`src/design/ntc_div_pipe.sv`:
```
// Pipelined restoring divider, one quotient bit per stage, with stall chain.
`default_nettype none

module ntc_div_pipe #(
  parameter int NUM_W  = 35,
  parameter int DEN_W  = 27,
  parameter int QUO_W  = 19,
  parameter int SIDE_W = 31
) (
  input  logic              clk,
  input  logic              rst,
  input  logic              req_valid,
  output logic              req_ready,
  input  logic [NUM_W-1:0]  req_num,
  input  logic [DEN_W-1:0]  req_den,
  input  logic [SIDE_W-1:0] req_side,
  output logic              rsp_valid,
  input  logic              rsp_ready,
  output logic [QUO_W-1:0]  rsp_quo,
  output logic [DEN_W-1:0]  rsp_rem,
  output logic [DEN_W-1:0]  rsp_den,
  output logic [SIDE_W-1:0] rsp_side
);

  // Caller keeps req_num below req_den << QUO_W and req_den nonzero.
  logic              vld    [QUO_W];
  logic              go     [QUO_W+1];
  logic [NUM_W-1:0]  rem_q  [QUO_W];
  logic [QUO_W-1:0]  quo_q  [QUO_W];
  logic [DEN_W-1:0]  den_q  [QUO_W];
  logic [SIDE_W-1:0] side_q [QUO_W];

  assign go[QUO_W] = rsp_ready;

  for (genvar k = 0; k < QUO_W; k++) begin : g_stage
    localparam int SH = QUO_W - 1 - k;
    logic              vin;
    logic [NUM_W-1:0]  rin;
    logic [QUO_W-1:0]  qin;
    logic [DEN_W-1:0]  din;
    logic [SIDE_W-1:0] sin;
    logic              fit;
    logic [NUM_W-1:0]  rnext;

    if (k == 0) begin : g_head
      assign vin = req_valid;
      assign rin = req_num;
      assign qin = '0;
      assign din = req_den;
      assign sin = req_side;
    end else begin : g_body
      assign vin = vld[k-1];
      assign rin = rem_q[k-1];
      assign qin = quo_q[k-1];
      assign din = den_q[k-1];
      assign sin = side_q[k-1];
    end

    // Move when empty or when the next stage moves
    assign go[k] = !vld[k] || go[k+1];

    // Trial subtract of the shifted divisor
    assign fit   = (rin >> SH) >= NUM_W'(din);
    assign rnext = fit ? (rin - (NUM_W'(din) << SH)) : rin;

    always_ff @(posedge clk) begin
      if (rst) begin
        vld[k] <= 1'b0;
      end else if (go[k]) begin
        vld[k] <= vin;
      end
    end

    always_ff @(posedge clk) begin
      if (go[k]) begin
        rem_q[k]  <= rnext;
        quo_q[k]  <= (qin << 1) | QUO_W'(fit);
        den_q[k]  <= din;
        side_q[k] <= sin;
      end
    end
  end

  assign req_ready = go[0];
  assign rsp_valid = vld[QUO_W-1];
  assign rsp_quo   = quo_q[QUO_W-1];
  assign rsp_rem   = rem_q[QUO_W-1][DEN_W-1:0];
  assign rsp_den   = den_q[QUO_W-1];
  assign rsp_side  = side_q[QUO_W-1];

endmodule

`default_nettype wire

```
`config.mk`:
```
export PLATFORM = sky130hd
export DESIGN_NAME = ntc_div_pipe
export DESIGN_NICKNAME = d
export VERILOG_FILES = /design/src/design/ntc_div_pipe.sv
export SDC_FILE = /design/constraint.sdc
export NUM_CORES = 2
export LEC_CHECK = 0
export ABC_AREA = 1
export BUFFER_PORTS_ARGS = -buffer_cell sky130_fd_sc_hd__buf_4
export CORE_MARGIN = 2
export CORE_UTILIZATION = 50
export DETAILED_ROUTE_END_ITERATION = 10
export PLACE_DENSITY = 0.66
export SETUP_SLACK_MARGIN = 0.05
export SYNTH_ARGS = -nofsm -noshare
export SYNTH_HDL_FRONTEND = slang
export SYNTH_SLANG_ARGS = --single-unit
export TNS_END_PERCENT = 100
```
`constraint.sdc`:
```
create_clock -name clk -period 31.9 [get_ports clk]
set_input_delay 4.785 -clock clk [delete_from_list [all_inputs] [get_ports clk]]
set_output_delay 4.785 -clock clk [all_outputs]
set_load 0.1 [all_outputs]
```
Word-level counts from Yosys, hierarchy flattened
Memory sizes are Yosys's and may differ from the RTL's. Index checks and enable logic that the tools add are counted.

Register bits after elaboration: 0. Bits in writable memories: 2147. Input port bits: 97. Output and inout port bits: 106. Word-level logic and storage cells: 234. Memories: 5.

$add $sub $neg: 19. Magnitude comparators: 19. Muxes and demuxes: 116. Bitwise logic cells: 37. Reductions and logical operators: 38.

Memory list: rem_q (words 19, bits a word 35, rd ports 19, clocked after memory_dff 0, write ports 19, RTL line 28) `logic [NUM_W-1:0] rem_q [QUO_W];`; side_q (words 19, bits a word 31, rd ports 19, clocked after memory_dff 0, write ports 19, RTL line 31) `logic [SIDE_W-1:0] side_q [QUO_W];`; den_q (words 19, bits a word 27, rd ports 19, clocked after memory_dff 0, write ports 19, RTL line 30) `logic [DEN_W-1:0] den_q [QUO_W];`; quo_q (words 19, bits a word 19, rd ports 19, clocked after memory_dff 0, write ports 19, RTL line 29) `logic [QUO_W-1:0] quo_q [QUO_W];`; vld (words 19, bits a word 1, rd ports 19, clocked after memory_dff 0, write ports 19, RTL line 26) `logic vld [QUO_W];`.

Operators by type and width (count): $mux 35 (19); $sub 35x35->35 (11); $or 19x1->19 (18); $mux 1 (97); $ge 35x27->1 (1); $sub 35x27->35 (1); $sub 35x28->35 (1); $sub 35x29->35 (1); $sub 35x30->35 (1); $sub 35x31->35 (1); $sub 35x32->35 (1); $sub 35x33->35 (1); $sub 35x34->35 (1); $ge 34x27->1 (1); $ge 33x27->1 (1); $ge 32x27->1 (1); $ge 31x27->1 (1); $ge 30x27->1 (1); $ge 29x27->1 (1); $ge 28x27->1 (1); $ge 17x27->1 (1); $ge 18x27->1 (1); $ge 19x27->1 (1); $ge 20x27->1 (1); 10 further kinds (64).

Logic depth before layout (Yosys ltp)
An unclocked memory read counts as a cell.

Depth after elaboration: 25. Depth in mapped cells: 17. Gate-level depth less buffers: 17.

Least setup slack after synthesis
OpenSTA, ideal clock, no wires.

Path type: input port to output port. Start point: input port rsp_ready. End point: output port req_ready. Arrival time: 13321 ps. Required time: 27115 ps. Slack: 13794 ps. Stages: 10. Path buffers: 0. Cells stage by stage: inv_1 > nand4_4 > nor2_4 > nand4_4 > nor2_4 > nand4_4 > nor2_8 > nand4_4 > nor2_4 > nand4_2.

RTL lines: start: declaration (RTL line 18) `input logic rsp_ready,`; end: declaration (RTL line 13) `output logic req_ready,`.

==> flow_metrics.tcl <==
set metrics [dict create \
    first_pass_iters 6 \
    synth_top_cell_area_share 0.642 \
    place_congestion 0.925 \
    avgSynthCellArea_sq_um 11.7 \
    synth_seq_cells 1968 \
    crit_family "simple AND/OR/NAND/NOR gates" \
    syn_area_sq_mm 0.0920 \
    status "finished clean" \
    r2r-end "rem_q[2][10]$_DFFE_PP_" \
    port_buffers 202 \
    endpoint "req_ready" \
    r2r_cells 15 \
    p_comb_frac 0.309 \
    synth_edf_count 1968 \
    die_area_sq_mm 0.187 \
    cts_buffers 197 \
    tightest_slew_ns 1.16 \
    synth_area_leader_cell "edfxtp_1" \
    fin_util 0.563 \
    startpoint_type "primary input" \
    worst-setup-path-type "in -> out" \
    finalCriticalPeriod_ns 13.52 \
    clkPwrFrac 0.277 \
    numClockSinks 1968 \
    rows 157 \
    p_leak_nw 43.0 \
    critPathRequiredTime_ns 27.12 \
    crit_path_max_fanout 57 \
    via_per_inst 5.30 \
    grt_pass1_wl_microns 318000 \
    finalSetupTns_ns 0 \
    hpwl_microns 159000 \
    ys_warn_count 0 \
    remaining_drc_errors 0 \
    dr_total_vias 57600 \
    htree_levels 4 \
    finalCritPeriodShare 0.424 \
    area_delta_synth_final_pct 12.0 \
    setup_viol 0 \
    rsz0062_at_grt "no" \
    cts_resized 0 \
    post_dp_cell_area_sq_mm 0.0962 \
    r2r_start "vld[9][0]$_DFFE_PP_" \
    grt_usage 0.220 \
    r2r_slack_ns 26.98 \
    worstSetupPathDepth 15 \
    synthCells 7890 \
    crit_arrival_ns 8.73 \
    first_iter_violations 4604 \
    end_kind "primary output" \
    irDropWorstVdd_uv 93.0 \
    fmax_mhz 74.0 \
    final_max_slew_viol_count 0 \
    finalInstanceArea_sq_mm 0.103 \
    antenna_found_initial 14 \
    synthArstFlopShare 0 \
    clockBufferDepth 3 \
    hold_viol 0 \
    intPower_mw 5.61 \
    relSlewSlack 0.229 \
    ioPinCount 203 \
    dominantRegCellSynth "edfxtp_1" \
    grt_pass1_vias 55900 \
    grt_start_max_net_pins 88 \
    synth_nets 8464 \
    fp.dieH_microns 433 \
    cpPeakStageDelay_ns 0.54 \
    coreArea_sq_mm 0.183 \
    crit_chain "buf_4 -> inv_1 -> nand4_4 -> buf_4 -> nor2_4 -> nand4_4 -> buf_4 -> nor2_4 -> nand4_4 -> buf_4 -> nor2_8 -> nand4_4 -> nor2_4 -> nand4_4 -> buf_4" \
    synth_common_cells "1968 x edfxtp_1, 1299 x nand2_1, 1012 x inv_1" \
    maxCapViolations 0 \
    cts_tree "done" \
    hold_buffers 0 \
    startpoint "rsp_ready" \
    nNetsFinal 8804 \
    antenna_left 0 \
    p_sw_frac 0.345 \
    clkTransAtPathRegs_ns 0.06 \
    yosysMostFrequentCell "edfxtp_1" \
    worstHoldPathType "reg -> reg" \
    synthTopCellsByArea "edfxtp_1 64%, ha_1 6.2%, nand2_1 5.3%, inv_1 4.1%, a21oi_1 3.5%" \
    overflow 0 \
    clock_skew_ns 0.0442 \
    insertion_delay_ns 0.84 \
    wire_per_inst_microns 18.9 \
    power_density_mw_per_mm2 83.1 \
    routed_wl_microns 206000 \
    fp.dieW_microns 433 \
    synth_cell_types 77 \
    drive_gt1_frac 0.0831 \
    start_util 0.503 \
    netSwitchingPower_mw 2.95 \
    pwr-share-seq 0.414 \
    critical_path_buf_inv_count 6 \
    root_buffer "clkbuf_16" \
    ys_seq_area_frac 0.642 \
    critPathSlowestCell "nand4_4" \
    post_cts_buffers 0 \
]
## cells by family (layout without fill, tap and decap cells)
family | after synthesis | count (layout) | synth area share
compound gates | 1418 | 1418 | 0.0876
xor+xnor | 409 | 409 | 0.0389
other cells | 0 | 1 | 0
flops | 1968 | 1968 | 0.642
fa+ha+maj | 477 | 477 | 0.0664
buf+inv | 1119 | 1627 | 0.0492
simple gates | 2499 | 2499 | 0.116
## cell usage in the layout, fill, tap and decap left out, drive strengths merged, types with 4 or more instances in the layout
| cell type | n |
|---|---|
| a211oi | 16 |
| a21boi | 26 |
| a21o | 71 |
| a21oi | 662 |
| a221oi | 14 |
| a31oi | 40 |
| buf | 234 |
| bufinv | 28 |
| clkbuf | 225 |
| clkinv | 94 |
| clkinvlp | 15 |
| edfxtp | 1968 |
| fa | 19 |
| ha | 458 |
| inv | 1031 |
| nand2 | 1314 |
| nand3 | 266 |
| nand3b | 22 |
| nand4 | 79 |
| nor2 | 634 |
| nor3 | 110 |
| nor3b | 5 |
| nor4 | 49 |
| o211a | 4 |
| o211ai | 17 |
| o21a | 14 |
| o21ai | 487 |
| o21bai | 45 |
| o221ai | 6 |
| or2 | 11 |
| xnor2 | 237 |
| xor2 | 172 |
## worst min path at each step
stage          slack [ns]  cells after the start                     start                       end
6_report             0.40                      0  side_q[15][24]$_DFFE_PP_  side_q[16][24]$_DFFE_PP_
5_1_grt              0.41                      0    side_q[3][8]$_DFFE_PP_    side_q[4][8]$_DFFE_PP_
4_1_cts              0.40                      0   side_q[3][28]$_DFFE_PP_   side_q[4][28]$_DFFE_PP_
3_5_place_dp         0.40                      0     quo_q[9][6]$_DFFE_PP_    quo_q[10][7]$_DFFE_PP_
3_3_place_gp         0.40                      0    rem_q[11][3]$_DFFE_PP_    rem_q[12][3]$_DFFE_PP_
2_1_floorplan        0.40                      0     quo_q[9][9]$_DFFE_PP_   quo_q[10][10]$_DFFE_PP_
## metal layers
metal | global-route usage | vias up | routed length, microns
met2 | 0.353 | 1448 | 94700
met1 | 0.319 | 27500 | 96600
met4 | 0.0539 | 2 | 4370
li1 | - | 28400 | -
met3 | 0.0268 | 285 | 10100
met5 | 0 | - | 8
## power groups by stage
stage / clock [mW] / sequential, mW / combinational (mW)
finish: 2.37 / 3.54 / 2.65
global placement: 0 / 3.59 / 2.60
global route: 2.54 / 3.57 / 2.94
floorplan: 0 / 3.66 / 1.81
detailed placement: 0 / 3.60 / 2.62
CTS: 2.43 / 3.54 / 2.63
## flip-flops by register name (all words and copies together) (netlist names)
signal	cells
rem_q	657
den_q	513
vld	19
side_q	589
quo_q	190
## cell type report
class | instances | area, sq um
fillers | 15100 | 79800
diodes | 1 | 2.50
well taps | 2464 | 3080
clock buffers | 225 | 5060
multi-input cells | 4803 | 28400
flip-flops and latches | 1968 | 59100
repair buffers | 234 | 1760
inverters | 1026 | 3880
clock inverters | 142 | 1740
## metrics by stage
| step | cells | power [mW] | setup slack [ns] | hold slack (ns) |
|---|---|---|---|---|
| floorplan | 7890 | 5.48 | 13.79 | 0.400 |
| global placement | 10500 | 6.19 | 18.42 | 0.401 |
| detailed placement | 10500 | 6.21 | 18.25 | 0.405 |
| CTS | 10900 | 8.61 | 18.24 | 0.397 |
| global route | 10900 | 9.05 | 17.99 | 0.405 |
| finish | 10900 | 8.56 | 18.38 | 0.399 |
No activity file was read; power rests on OpenSTA's default activity.
